[config.mk]
export PLATFORM = sky130hd
export DESIGN_NAME = toy_cpu_execute_step_top_flat
export DESIGN_NICKNAME = d
export VERILOG_FILES = /design/src/hw/rtl/tces_pkg.sv /design/src/hw/rtl/tces_instr_if.sv /design/src/hw/rtl/tces_result_if.sv /design/src/hw/rtl/toy_cpu_execute_step_top.sv /design/src/flat_wrapper.sv
export SDC_FILE = /design/constraint.sdc
export NUM_CORES = 1
export LEC_CHECK = 0
export ABC_AREA = 0
export BUFFER_PORTS_ARGS = -buffer_cell sky130_fd_sc_hd__buf_4
export CAP_MARGIN = 40
export CORE_MARGIN = 2
export CORE_UTILIZATION = 27
export DETAILED_ROUTE_END_ITERATION = 7
export GPL_ROUTABILITY_DRIVEN = 0
export SETUP_SLACK_MARGIN = 0.15
export SLEW_MARGIN = 20
export SYNTH_ARGS = -nofsm -noshare
export SYNTH_HDL_FRONTEND = slang
export SYNTH_SLANG_ARGS = --single-unit
export TNS_END_PERCENT = 20
[constraint.sdc]
create_clock -name clk_i -period 14.9 [get_ports clk_i]
set_input_delay 2.98 -clock clk_i [delete_from_list [all_inputs] [get_ports clk_i]]
set_output_delay 2.98 -clock clk_i [all_outputs]
set_load 0.005 [all_outputs]
[src/hw/rtl/tces_pkg.sv]
// ----------------------------------------------------------------------------
// tces_pkg
// shared constants and widths for the toy processor execute step
// ----------------------------------------------------------------------------
package tces_pkg;

  // default depth of the return-address stack
  localparam int unsigned STACK_DEPTH_DEF = 16;

  // field widths
  localparam int unsigned WORD_W = 32;
  localparam int unsigned PC_W   = 16;
  localparam int unsigned ERR_W  = 2;
  localparam int unsigned RIDX_W = 2;
  localparam int unsigned OP_W   = 8;
  localparam int unsigned IMM_W  = 16;

  // configuration port
  localparam int unsigned APB_ADDR_W = 3;
  localparam int unsigned APB_DATA_W = 32;
  localparam logic        REG_PROG_LEN = 1'b0;

  // opcodes
  localparam logic [OP_W-1:0] OP_LOAD = 8'h01;
  localparam logic [OP_W-1:0] OP_ADD  = 8'h02;
  localparam logic [OP_W-1:0] OP_CALL = 8'h03;
  localparam logic [OP_W-1:0] OP_RET  = 8'h04;
  localparam logic [OP_W-1:0] OP_HLT  = 8'hFF;

  // highest legal register index in an instruction
  localparam logic [OP_W-1:0] REG_IDX_MAX = 8'd3;

  // error codes
  localparam logic [ERR_W-1:0] ERR_NONE     = 2'd0;
  localparam logic [ERR_W-1:0] ERR_BAD_REG  = 2'd1;
  localparam logic [ERR_W-1:0] ERR_BAD_OP   = 2'd2;
  localparam logic [ERR_W-1:0] ERR_OVERFLOW = 2'd3;

endpackage

[src/hw/rtl/tces_instr_if.sv]
// ----------------------------------------------------------------------------
// tces_instr_if
// instruction request channel: one 32-bit instruction word per request
// ----------------------------------------------------------------------------
interface tces_instr_if
  import tces_pkg::*;
();
  logic              valid;
  logic              ready;
  logic [WORD_W-1:0] instr_word;

  modport source (output valid, output instr_word, input ready);
  modport sink   (input valid, input instr_word, output ready);
endinterface

[src/hw/rtl/tces_result_if.sv]
// ----------------------------------------------------------------------------
// tces_result_if
// result request channel: new counter, run flag, error and register write
// ----------------------------------------------------------------------------
interface tces_result_if
  import tces_pkg::*;
();
  logic                     valid;
  logic                     ready;
  logic [PC_W-1:0]          next_pc;
  logic                     running;
  logic [ERR_W-1:0]         error_code;
  logic                     write_valid;
  logic [RIDX_W-1:0]        write_index;
  logic signed [WORD_W-1:0] write_value;

  modport source (
    output valid, output next_pc, output running, output error_code,
    output write_valid, output write_index, output write_value, input ready
  );
  modport sink (
    input valid, input next_pc, input running, input error_code,
    input write_valid, input write_index, input write_value, output ready
  );
endinterface

[src/hw/rtl/toy_cpu_execute_step_top.sv]
// ----------------------------------------------------------------------------
// toy_cpu_execute_step_top
// toy processor executing one instruction word per request
// ----------------------------------------------------------------------------
// The block takes one instruction per clock cycle unless the output stalls,
// and returns one result per instruction. The register file (four words, two
// read ports) and the return-address stack are synchronous memories read at
// the edge that accepts the request; the instruction executes from the
// execute stage register and its result lands in an output register, so a
// new request is taken while a finished result still waits downstream. A
// write to the register file or a push made by one instruction is forwarded
// to the instruction right behind it. No clearing pass is needed after reset.
// The user must write the program length register over the APB port only
// while the block is idle, which it does not enforce; pready is always high.
module toy_cpu_execute_step_top
  import tces_pkg::*;
#(
  parameter int unsigned STACK_DEPTH = STACK_DEPTH_DEF
) (
  input  logic                  clk_i,
  input  logic                  rst_ni,
  tces_instr_if.sink            instr_i,
  tces_result_if.source         result_o,
  input  logic                  psel,
  input  logic                  penable,
  input  logic                  pwrite,
  input  logic [APB_ADDR_W-1:0] paddr,
  input  logic [APB_DATA_W-1:0] pwdata,
  output logic [APB_DATA_W-1:0] prdata,
  output logic                  pready
);

  localparam int unsigned CNT_W = $clog2(STACK_DEPTH + 1);
  localparam int unsigned SAW   = (STACK_DEPTH > 1) ? $clog2(STACK_DEPTH) : 1;

  // configuration register
  logic [PC_W-1:0] prog_len_q;

  // architectural scalars
  logic [PC_W-1:0]  pc_q, pc_d;
  logic [CNT_W-1:0] cnt_q, cnt_d;
  logic             halted_q, halted_d;

  // memories
  logic [WORD_W-1:0] rf_mem  [4];
  logic [PC_W-1:0]   stk_mem [STACK_DEPTH];
  logic [3:0]        rf_vld_q;

  // execute stage
  logic              e_vld_q;
  logic [WORD_W-1:0] e_word_q;
  logic [WORD_W-1:0] rd_a_q, rd_b_q;
  logic              rd_a_vld_q, rd_b_vld_q;
  logic [PC_W-1:0]   stk_rd_q;

  // forwarding of the write made at the read edge
  logic              fwd_rf_q;
  logic [RIDX_W-1:0] fwd_idx_q;
  logic [WORD_W-1:0] fwd_val_q;
  logic              fwd_stk_q;
  logic [PC_W-1:0]   fwd_top_q;

  // output register
  logic                     out_vld_q;
  logic [PC_W-1:0]          out_pc_q;
  logic                     out_run_q;
  logic [ERR_W-1:0]         out_err_q;
  logic                     out_wv_q;
  logic [RIDX_W-1:0]        out_wi_q;
  logic [WORD_W-1:0]        out_wval_q;

  // execute signals
  logic              in_fire, e_adv;
  logic [OP_W-1:0]   op_e, ra_e, rb_e;
  logic [IMM_W-1:0]  imm_e;
  logic              active;
  logic [PC_W-1:0]   pc_inc;
  logic [WORD_W-1:0] opnd_a, opnd_b;
  logic [PC_W-1:0]   stk_top;
  logic [ERR_W-1:0]  err;
  logic              wr_en, push_en;
  logic [RIDX_W-1:0] wr_idx;
  logic [WORD_W-1:0] wr_val;
  logic              run_d;
  logic [SAW-1:0]    stk_raddr;
  logic [CNT_W-1:0]  cnt_dec;
  logic [RIDX_W-1:0] ra_in, rb_in;

  // handshakes
  assign e_adv   = e_vld_q && (!out_vld_q || result_o.ready);
  assign instr_i.ready = !e_vld_q || e_adv;
  assign in_fire = instr_i.valid && instr_i.ready;

  // apb port
  assign pready = 1'b1;
  always_comb begin
    prdata = '0;
    if (paddr[2] == REG_PROG_LEN) begin
      prdata = {{(APB_DATA_W-PC_W){1'b0}}, prog_len_q};
    end
  end

  always_ff @(posedge clk_i or negedge rst_ni) begin
    if (!rst_ni) begin
      prog_len_q <= '0;
    end else if (psel && penable && pwrite && pready && paddr[2] == REG_PROG_LEN) begin
      prog_len_q <= pwdata[PC_W-1:0];
    end
  end

  // instruction fields in execute
  assign op_e  = e_word_q[31:24];
  assign ra_e  = e_word_q[23:16];
  assign rb_e  = e_word_q[15:8];
  assign imm_e = e_word_q[15:0];
  assign ra_in = instr_i.instr_word[17:16];
  assign rb_in = instr_i.instr_word[9:8];

  // operands with forwarding; unwritten registers read as zero
  always_comb begin
    opnd_a = rd_a_vld_q ? rd_a_q : '0;
    opnd_b = rd_b_vld_q ? rd_b_q : '0;
    if (fwd_rf_q && fwd_idx_q == ra_e[RIDX_W-1:0]) begin
      opnd_a = fwd_val_q;
    end
    if (fwd_rf_q && fwd_idx_q == rb_e[RIDX_W-1:0]) begin
      opnd_b = fwd_val_q;
    end
  end

  assign stk_top = fwd_stk_q ? fwd_top_q : stk_rd_q;
  assign active  = !halted_q && (pc_q < prog_len_q);
  assign pc_inc  = pc_q + PC_W'(1);

  // execute
  always_comb begin
    pc_d     = pc_q;
    cnt_d    = cnt_q;
    halted_d = halted_q;
    err      = ERR_NONE;
    wr_en    = 1'b0;
    wr_idx   = '0;
    wr_val   = '0;
    push_en  = 1'b0;
    if (e_adv && active) begin
      pc_d = pc_inc;
      case (op_e)
        OP_LOAD: begin
          if (ra_e > REG_IDX_MAX) begin
            err      = ERR_BAD_REG;
            halted_d = 1'b1;
          end else begin
            wr_en  = 1'b1;
            wr_idx = ra_e[RIDX_W-1:0];
            wr_val = {{(WORD_W-IMM_W){1'b0}}, imm_e};
          end
        end
        OP_ADD: begin
          if (ra_e > REG_IDX_MAX || rb_e > REG_IDX_MAX) begin
            err      = ERR_BAD_REG;
            halted_d = 1'b1;
          end else begin
            wr_en  = 1'b1;
            wr_idx = '0;
            wr_val = opnd_a + opnd_b;
          end
        end
        OP_CALL: begin
          if (cnt_q == CNT_W'(STACK_DEPTH)) begin
            err      = ERR_OVERFLOW;
            halted_d = 1'b1;
          end else begin
            push_en = 1'b1;
            cnt_d   = cnt_q + CNT_W'(1);
            pc_d    = imm_e - PC_W'(1);
          end
        end
        OP_RET: begin
          if (cnt_q != '0) begin
            cnt_d = cnt_q - CNT_W'(1);
            pc_d  = stk_top;
          end
        end
        OP_HLT: begin
          halted_d = 1'b1;
        end
        default: begin
          err = ERR_BAD_OP;
        end
      endcase
    end
  end

  assign run_d     = !halted_d && (pc_d < prog_len_q);
  assign cnt_dec   = cnt_d - CNT_W'(1);
  assign stk_raddr = cnt_dec[SAW-1:0];

  // architectural state and control
  always_ff @(posedge clk_i or negedge rst_ni) begin
    if (!rst_ni) begin
      pc_q      <= '0;
      cnt_q     <= '0;
      halted_q  <= 1'b0;
      rf_vld_q  <= '0;
      e_vld_q   <= 1'b0;
      out_vld_q <= 1'b0;
      fwd_rf_q  <= 1'b0;
      fwd_stk_q <= 1'b0;
    end else begin
      pc_q     <= pc_d;
      cnt_q    <= cnt_d;
      halted_q <= halted_d;
      if (wr_en) begin
        rf_vld_q[wr_idx] <= 1'b1;
      end
      if (in_fire) begin
        e_vld_q   <= 1'b1;
        fwd_rf_q  <= wr_en;
        fwd_stk_q <= push_en;
      end else if (e_adv) begin
        e_vld_q <= 1'b0;
      end
      if (e_adv) begin
        out_vld_q <= 1'b1;
      end else if (result_o.ready) begin
        out_vld_q <= 1'b0;
      end
    end
  end

  // register file: one write port, two registered read ports
  always_ff @(posedge clk_i) begin
    if (wr_en) begin
      rf_mem[wr_idx] <= wr_val;
    end
    if (in_fire) begin
      rd_a_q     <= rf_mem[ra_in];
      rd_b_q     <= rf_mem[rb_in];
      rd_a_vld_q <= rf_vld_q[ra_in];
      rd_b_vld_q <= rf_vld_q[rb_in];
    end
  end

  // return stack: push at the count, read the top after this update
  always_ff @(posedge clk_i) begin
    if (push_en) begin
      stk_mem[cnt_q[SAW-1:0]] <= pc_inc;
    end
    if (in_fire) begin
      stk_rd_q <= stk_mem[stk_raddr];
    end
  end

  // execute stage payload and forwarding data
  always_ff @(posedge clk_i) begin
    if (in_fire) begin
      e_word_q  <= instr_i.instr_word;
      fwd_idx_q <= wr_idx;
      fwd_val_q <= wr_val;
      fwd_top_q <= pc_inc;
    end
  end

  // output register payload
  always_ff @(posedge clk_i) begin
    if (e_adv) begin
      out_pc_q   <= pc_d;
      out_run_q  <= run_d;
      out_err_q  <= err;
      out_wv_q   <= wr_en;
      out_wi_q   <= wr_idx;
      out_wval_q <= wr_val;
    end
  end

  assign result_o.valid       = out_vld_q;
  assign result_o.next_pc     = out_pc_q;
  assign result_o.running     = out_run_q;
  assign result_o.error_code  = out_err_q;
  assign result_o.write_valid = out_wv_q;
  assign result_o.write_index = out_wi_q;
  assign result_o.write_value = out_wval_q;

endmodule

[src/flat_wrapper.sv]
// flat-port wrapper written by rule: the top's interface ports become plain ports
module toy_cpu_execute_step_top_flat import tces_pkg::*;
#(
  parameter int unsigned STACK_DEPTH = STACK_DEPTH_DEF
)
  (clk_i, rst_ni, psel, penable, pwrite, paddr, pwdata, prdata, pready, instr_i_valid, instr_i_instr_word, instr_i_ready, result_o_valid, result_o_next_pc, result_o_running, result_o_error_code, result_o_write_valid, result_o_write_index, result_o_write_value, result_o_ready);
  tces_instr_if instr_i_i ();
  tces_result_if result_o_i ();
  input  logic clk_i;
  input  logic rst_ni;
  input  logic psel;
  input  logic penable;
  input  logic pwrite;
  input  logic [APB_ADDR_W-1:0] paddr;
  input  logic [APB_DATA_W-1:0] pwdata;
  output logic [APB_DATA_W-1:0] prdata;
  output logic pready;
  input wire logic [$bits(instr_i_i.valid)-1:0] instr_i_valid;
  input wire logic [$bits(instr_i_i.instr_word)-1:0] instr_i_instr_word;
  output wire logic [$bits(instr_i_i.ready)-1:0] instr_i_ready;
  output wire logic [$bits(result_o_i.valid)-1:0] result_o_valid;
  output wire logic [$bits(result_o_i.next_pc)-1:0] result_o_next_pc;
  output wire logic [$bits(result_o_i.running)-1:0] result_o_running;
  output wire logic [$bits(result_o_i.error_code)-1:0] result_o_error_code;
  output wire logic [$bits(result_o_i.write_valid)-1:0] result_o_write_valid;
  output wire logic [$bits(result_o_i.write_index)-1:0] result_o_write_index;
  output wire logic [$bits(result_o_i.write_value)-1:0] result_o_write_value;
  input wire logic [$bits(result_o_i.ready)-1:0] result_o_ready;
  assign instr_i_i.valid = instr_i_valid;
  assign instr_i_i.instr_word = instr_i_instr_word;
  assign instr_i_ready = instr_i_i.ready;
  assign result_o_valid = result_o_i.valid;
  assign result_o_next_pc = result_o_i.next_pc;
  assign result_o_running = result_o_i.running;
  assign result_o_error_code = result_o_i.error_code;
  assign result_o_write_valid = result_o_i.write_valid;
  assign result_o_write_index = result_o_i.write_index;
  assign result_o_write_value = result_o_i.write_value;
  assign result_o_i.ready = result_o_ready;
  toy_cpu_execute_step_top #(.STACK_DEPTH(STACK_DEPTH)) u_core (.clk_i(clk_i), .rst_ni(rst_ni), .instr_i(instr_i_i), .result_o(result_o_i), .psel(psel), .penable(penable), .pwrite(pwrite), .paddr(paddr), .pwdata(pwdata), .prdata(prdata), .pready(pready));
endmodule
==> results of run 1 <==
-- per-stage QoR --
step	std cells	setup WS [ps]	utilization, %	power, mW	instance area [µm²]
after global routing	3440	7650	32.17	4.583	33910
after detailed placement	3306	7293	29.96	2.786	31580
after CTS	3432	7955	32.05	4.458	33780
after floorplan	1836	7915	-	2.567	28760
final	3441	8034	32.17	4.419	33910
after global placement	3288	7136	29.67	2.754	31270
-- how the worst max path moves through the flow --
stage,startpoint,end,slack [ps],depth (start not counted)
after floorplan,result_o_ready,u_core.fwd_rf_q,7920,4
after global placement,result_o_ready,u_core.stk_rd_q[10],7140,12
after detailed placement,result_o_ready,u_core.stk_rd_q[8],7290,13
after CTS,result_o_ready,u_core.stk_rd_q[8],7960,13
after global routing,result_o_ready,u_core.stk_rd_q[8],7650,13
final,result_o_ready,u_core.stk_rd_q[3],8030,13
-- cell usage after synthesis, types with 4 or more instances --
master,n
nor3_1,22
dfrtp_1,46
or3_1,4
nor2b_1,4
o211ai_1,4
a22oi_1,10
o21ai_0,52
or2_2,4
buf_2,4
nand2b_1,7
nor2_1,80
clkbuf_1,61
a21o_1,25
o22ai_1,15
mux2i_1,64
inv_1,49
o21a_1,9
mux4_2,130
mux2_2,16
and3_1,22
a211oi_1,5
and2_1,17
buf_1,7
ha_1,69
buf_6,8
nand2_1,188
nor4_1,6
o221ai_1,4
nand4_1,9
xnor2_1,39
a31oi_1,7
xor2_1,21
edfxtp_1,602
a21oi_1,52
buf_4,18
nand3_1,80
-- power groups by stage --
stage          Sequential, mW  Clock [mW]  Combinational, mW
3_5_place_dp             2.22           0              0.570
6_report                 2.18        1.67              0.572
5_1_grt                  2.19        1.77              0.628
3_3_place_gp             2.22           0              0.539
2_1_floorplan            2.20           0              0.367
4_1_cts                  2.18        1.71              0.573
-- worst max-delay path, stage by stage --
cell,delay [ps]
buf_4,80
nand2b_1,110
nand2_1,100
nor4_1,370
o21a_2,650
nand2_2,210
o31ai_4,290
clkinv_2,600
ha_4,840
buf_12,300
mux4_2,340
mux2i_1,190
mux2i_1,90
-- kinds of logic (layout without fill, tap and decap cells) --
kind of cell,Yosys count,in the layout,share of synthesized area [%]
multiplexers,210,210,13.06
buffers and inverters,148,361,2.397
flip-flops,648,648,66.99
XOR/XNOR,62,62,1.944
AO/OA/AOI/OAI,220,220,5.004
adder cells (fa/ha/maj),70,70,3.077
AND/OR/NAND/NOR,461,461,7.506
other,2,18,0.02616
-- state kept, by name, summed over array words and instances, names as in the netlist, 2 cells and up --
| name | cells |
|---|---|
| u_core.fwd_idx_q | 2 |
| u_core.rd_b_q | 32 |
| u_core.rd_a_q | 32 |
| u_core.pc_q | 16 |
| u_core.cnt_q | 5 |
| u_core.result_o.write_value | 32 |
| u_core.result_o.next_pc | 16 |
| u_core.fwd_val_q | 32 |
| u_core.stk_rd_q | 16 |
| u_core.e_word_q | 32 |
| u_core.stk_mem | 256 |
| u_core.rf_mem | 128 |
| u_core.fwd_top_q | 16 |
| u_core.result_o.write_index | 2 |
| u_core.result_o.error_code | 2 |
| u_core.prog_len_q | 16 |
| u_core.rf_vld_q | 4 |
-- per-layer routing --
| layer | global-route usage [%] | share of wire, % |
|---|---|---|
| met2 | 23.29 | 51 |
| met4 | 4.259 | 2.6 |
| met5 | 0 | 0 |
| met3 | 2.270 | 6.2 |
| met1 | 16.21 | 40 |
-- area by class of cell --
cell class	count	share of cell area [%]
sequential	648	56.70
multi-input combinational	1040	26.35
clock buffer	88	5.332
tap	1391	5.132
timing repair buffer	185	4.730
clock inverter	38	1.170
inverter	50	0.5719
antenna	1	0.007380
==> impl_metrics.json, run 1 <==
{
  "layout_common_cells": "edfxtp_1, nand2_1, buf_4",
  "overflow": 0,
  "core_area_um2": 105400,
  "initial_core_util_pct": 27.23,
  "end_kind": "flip-flop",
  "netlist_area_um2": 28710,
  "ctsResizeCount": 0,
  "critPathLaunchType": "input pin",
  "drt_wl_total_mm": 72.71,
  "die_area_um2": 108900,
  "finalMaxSlewViolations": 0,
  "fillers": 10180,
  "reg2reg_to": "u_core.stk_rd_q[3]",
  "hold_viol_final": 0,
  "drv_cap": 0,
  "synth.distinct_cells": 76,
  "rsz0062_at_grt": "false",
  "combPwrFrac_pct": 12.9,
  "drt_iter0_drc": 1472,
  "synth_area_per_cell_um2": 15.76,
  "peakVddDrop_uv": 82.88,
  "hold_class": "flip-flop to flip-flop",
  "power_switching_mw": 1.127,
  "grt_max_degree": 54,
  "cts_made_buffers": 69,
  "synth_ff_type": "edfxtp_1",
  "swShare_pct": 25.49,
  "grt_pass1_wl_mm": 106.9,
  "worstReg2RegStart": "u_core.prog_len_q[13]",
  "min_from": "u_core.fwd_stk_q",
  "powerDensity_nw_per_um2": 130.3,
  "whs_ps": 474.3,
  "status": "complete, but fails checks",
  "holdPathStages": 2,
  "root_buffer": "clkbuf_16",
  "synth_top_area_share_pct": 62.98,
  "ant_nets": 0,
  "clkLatencyLatePin_ps": 630,
  "drtPass1Iterations": 7,
  "rrSetupSlack_ps": 9620,
  "fin_worst_skew_ps": 52.89,
  "slew_headroom_pct": 42.57,
  "drive_gt1_share_pct": 22.65,
  "via_per_inst": 4.824,
  "area_growth_pct": 18.13,
  "seq_power_share_pct": 49.3,
  "cp_data_required_time_ps": 15260,
  "post_cts_buffers": 0,
  "ys_seq_elements": 648,
  "max_freq_mhz": 145.6,
  "vias": 16601,
  "violations": "DRC",
  "wl_per_cell_um": 21.13,
  "cp.arrival_ps": 7230,
  "cts_tree": "built",
  "p_int_mw": 3.292,
  "numClockSinks": 648,
  "layout_commonest_cell": "edfxtp_1",
  "die_y_um": 330.1,
  "post-route-min-period_ps": 6866,
  "async_reset_ff_share_pct": 7.099,
  "setup_tns_ps": 0,
  "worstMarginPinSlew_ps": 859.4,
  "clk_path_buf_depth": 3,
  "cts_hold_buf": 0,
  "ys_seq_area_share_pct": 66.99,
  "seq_area_um2": 19230,
  "p_leak_nw": 12.57,
  "clk_pin_slew_ps": 60,
  "grt_pass1_vias": 17122,
  "nNetsFinal": 2138,
  "clkPwrFrac_pct": 37.7,
  "portBuffers": 127,
  "drc": 18,
  "yosys_warnings": 0,
  "multi_input_area_um2": 8936,
  "setup_violations": 0,
  "grtUsageTotal_pct": 13.14,
  "synth-edff-count": 602,
  "period_share_pct": 46.08,
  "path_class": "input pin to flip-flop",
  "dp_hpwl_mm": 46.82,
  "synthTopCellsByArea": "edfxtp_1, mux4_2, dfrtp_1",
  "dieWidth_um": 330.1,
  "synth_area_leader_cell": "edfxtp_1",
  "path_max_fanout": 34,
  "synthCells": 1821,
  "rows": 119,
  "reg2regPathDepth": 14,
  "grt_antenna_before_repair": 3,
  "pin_count": 163,
  "cts.htree.levels": 3,
  "hold_end": "u_core.fwd_stk_q"
}
No activity file was read; power rests on OpenSTA's default activity.
==> run 2, diff against run 1 <==
--- a/config.mk
+++ b/config.mk
@@ -5,7 +5,7 @@
 export SDC_FILE = /design/constraint.sdc
 export NUM_CORES = 1
 export LEC_CHECK = 0
-export ABC_AREA = 0
+export ABC_AREA = 1
 export BUFFER_PORTS_ARGS = -buffer_cell sky130_fd_sc_hd__buf_4
 export CAP_MARGIN = 40
 export CORE_MARGIN = 2
==> constraint.sdc (replaced) <==
create_clock -name clk_i -period 6.25 [get_ports clk_i]
set_input_delay 1.25 -clock clk_i [delete_from_list [all_inputs] [get_ports clk_i]]
set_output_delay 1.25 -clock clk_i [all_outputs]
set_load 0.005 [all_outputs]
==> impl_metrics.json, run 2 <==
{
  "layout_commonest_cell": "edfxtp_1",
  "synth_common_cells": "edfxtp_1, nand2_1, nor2_1",
  "rrSetupSlack_ps": 1860,
  "drv_cap": 0,
  "synth.distinct_cells": 59,
  "drive_gt1_share_pct": 11.82,
  "vias": 21343,
  "wl_per_cell_um": 18.53,
  "cp_data_required_time_ps": 6590,
  "post_cts_buffers": 0,
  "cts_made_buffers": 67,
  "end_kind": "flip-flop",
  "synth-edff-count": 602,
  "yosys_warnings": 0,
  "ys_seq_area_share_pct": 64.35,
  "synthCells": 2811,
  "die_area_um2": 113300,
  "grt_max_degree": 155,
  "cp.arrival_ps": 4730,
  "synth_ff_type": "edfxtp_1",
  "post-route-min-period_ps": 4392,
  "initial_core_util_pct": 27.11,
  "setup_tns_ps": 0,
  "async_reset_ff_share_pct": 7.099,
  "synthAdderAreaFrac_pct": 2.956,
  "numClockSinks": 648,
  "antenna-diode-count": 0,
  "period_share_pct": 70.27,
  "power_switching_mw": 4.188,
  "layout.cells.non_filler": 4474,
  "synth_xor_area_share_pct": 1.256,
  "drc": 0,
  "p_leak_nw": 13.35,
  "via_per_inst": 4.770,
  "peakVddDrop_uv": 261.3,
  "hold_viol_final": 0,
  "rows": 122,
  "drt_wl_total_mm": 82.92,
  "finalMaxSlewViolations": 0,
  "fin_util_pct": 31.71,
  "die_y_um": 336.7,
  "clkLatencyLatePin_ps": 630,
  "combPwrFrac_pct": 25.1,
  "cp_common_cell": "o21ai_0",
  "pin_count": 163,
  "core_area_um2": 110200,
  "swShare_pct": 32.76,
  "yosysMostFrequentCell": "edfxtp_1",
  "cts_tree": "built",
  "synth_top_family_by_area": "simple AND/OR/NAND/NOR gates",
  "path_class": "flip-flop to flip-flop",
  "power_mw": 12.78,
  "setup_violations": 0,
  "powerDensity_nw_per_um2": 365.8,
  "layout_common_cells": "edfxtp_1, nand2_1, o21ai_0",
  "whs_ps": 496.2,
  "dp_hpwl_mm": 52.40,
  "netlist_area_um2": 29880,
  "cts_hold_buf": 0,
  "hold_class": "flip-flop to flip-flop",
  "crit_chain": "o21ai_0 -> a21oi_1 -> nand3_2 -> buf_16 -> o21ai_0 -> fa_1 -> nand2_1 -> nand2_1 -> o21ai_0 -> o21ai_0 -> a21o_1 -> a21boi_0 -> o21ai_0 -> nand3_1 -> nand2_1 -> a21oi_1 -> o21a_1",
  "grt_antenna_before_repair": 1,
  "ctsResizeCount": 0,
  "overflow": 0,
  "area_growth_pct": 16.94,
  "clk_pin_slew_ps": 60,
  "grt_pass1_vias": 20720,
  "portBuffers": 127,
  "drt_iter0_drc": 2064,
  "worstMarginPinSlew_ps": 883.2,
  "synth_compound_area_share_pct": 10.56,
  "seq_power_share_pct": 43.4,
  "synthTopCellsByArea": "edfxtp_1, nand2_1, o21ai_0",
  "critPathLaunchType": "flip-flop",
  "rsz0062_at_grt": "false",
  "synthMuxAreaShare_pct": 0.1675,
  "nNetsFinal": 3077,
  "ant_nets": 0,
  "dp_cells": 4350,
  "p_int_mw": 8.595,
  "design_area_um2": 34940,
  "placed_area_um2": 32720,
  "largest_register_ffs": 256,
  "path_max_fanout": 27,
  "grt_pass1_wl_mm": 124.1,
  "critPathMaxStageDelay_ps": 490,
  "synth_top_area_share_pct": 60.50,
  "synth_area_leader_cell": "edfxtp_1",
  "grtUsageTotal_pct": 14.38,
  "synth_area_per_cell_um2": 10.63,
  "fillers": 11160,
  "status": "complete, no violations",
  "drtPass1Iterations": 8,
  "ys_seq_elements": 648,
  "slew_headroom_pct": 40.94,
  "yosys.area_share.simple_pct": 14.90,
  "max_freq_mhz": 227.7,
  "dieWidth_um": 336.7,
  "fin_worst_skew_ps": 18.79,
  "cts.htree.levels": 3,
  "clk_path_buf_depth": 3,
  "cpMaxStageDelayCell": "edfxtp_1",
  "root_buffer": "clkbuf_16",
  "clkPwrFrac_pct": 31.4,
  "place_ws_ps": 1409,
  "worst_slack_ps": 1858
}
-- run 2: cell count changes in the layout (fill, tap and decap cells not counted), sizes merged, moves of 21 or more --
cell    delta
nand3    +136
xnor2     -28
o21ai    +267
inv      +220
mux2i     -59
mux4     -130
nand2    +311
o22ai     +54
and3      -21
a21oi     +56
nor2     +211
a21o      -24
o211ai    +23
-- run 2: area by class of cell --
cell class	instances	area [µm²]	area share, %
clock buffer	89	1819	5.206
clock inverter	33	370.4	1.060
inverter	275	1041	2.979
multi-input combinational	1762	9100	26.04
sequential	648	19230	55.03
tap	1488	1862	5.328
timing repair buffer	179	1521	4.354
-- run 2: cells by family after synthesis --
group / count (synthesis)
XOR/XNOR: 42
multiplexers: 5
flip-flops: 648
other: 2
AND/OR/NAND/NOR: 1055
buffers and inverters: 416
AO/OA/AOI/OAI: 573
adder cells (fa/ha/maj): 70
-- run 2: routing by layer --
layer	GRT usage [%]	share of wire (%)	wire length, µm	vias up
met5	0	0.0084	7	-
met4	4.445	2.8	2353	2
met3	3.675	8.6	7165	165
met2	23.50	46	38460	785
met1	18.66	42	34940	10358
li1	-	-	-	10033
-- run 2: critical path: cells and delay by family (launching register included) --
kind,cells,cell delay [ps]
compound gates,10,2150
simple gates,5,810
flops,1,490
buf+inv,1,330
fa+ha+maj,1,320
-- run 2: path summary, 6_finish.rpt --
| path | from | endpoint | cells past startpoint |
|---|---|---|---|
| worst min register to register | u_core.rf_vld_q[3] | u_core.rf_vld_q[3] | 1 |
| worst max-delay path | u_core.e_word_q[8] | u_core.rf_mem[0][30] | 17 |
| max in group asynchronous | rst_ni | u_core.result_o.valid | 1 |
| worst max register to register | u_core.e_word_q[8] | u_core.rf_mem[0][30] | 17 |
| worst min-delay path | u_core.rf_vld_q[3] | u_core.rf_vld_q[3] | 1 |
| min in group asynchronous | rst_ni | u_core.halted_q | 1 |
-- run 2: power by group through the flow --
stage	sequential (mW)	clock, mW	combinational (mW)
after floorplan	5.52	0	2.15
after global placement	5.64	0	3.06
after detailed placement	5.63	0	3.19
after CTS	5.55	4.10	3.20
after global routing	5.57	4.26	3.63
final	5.55	4.02	3.21
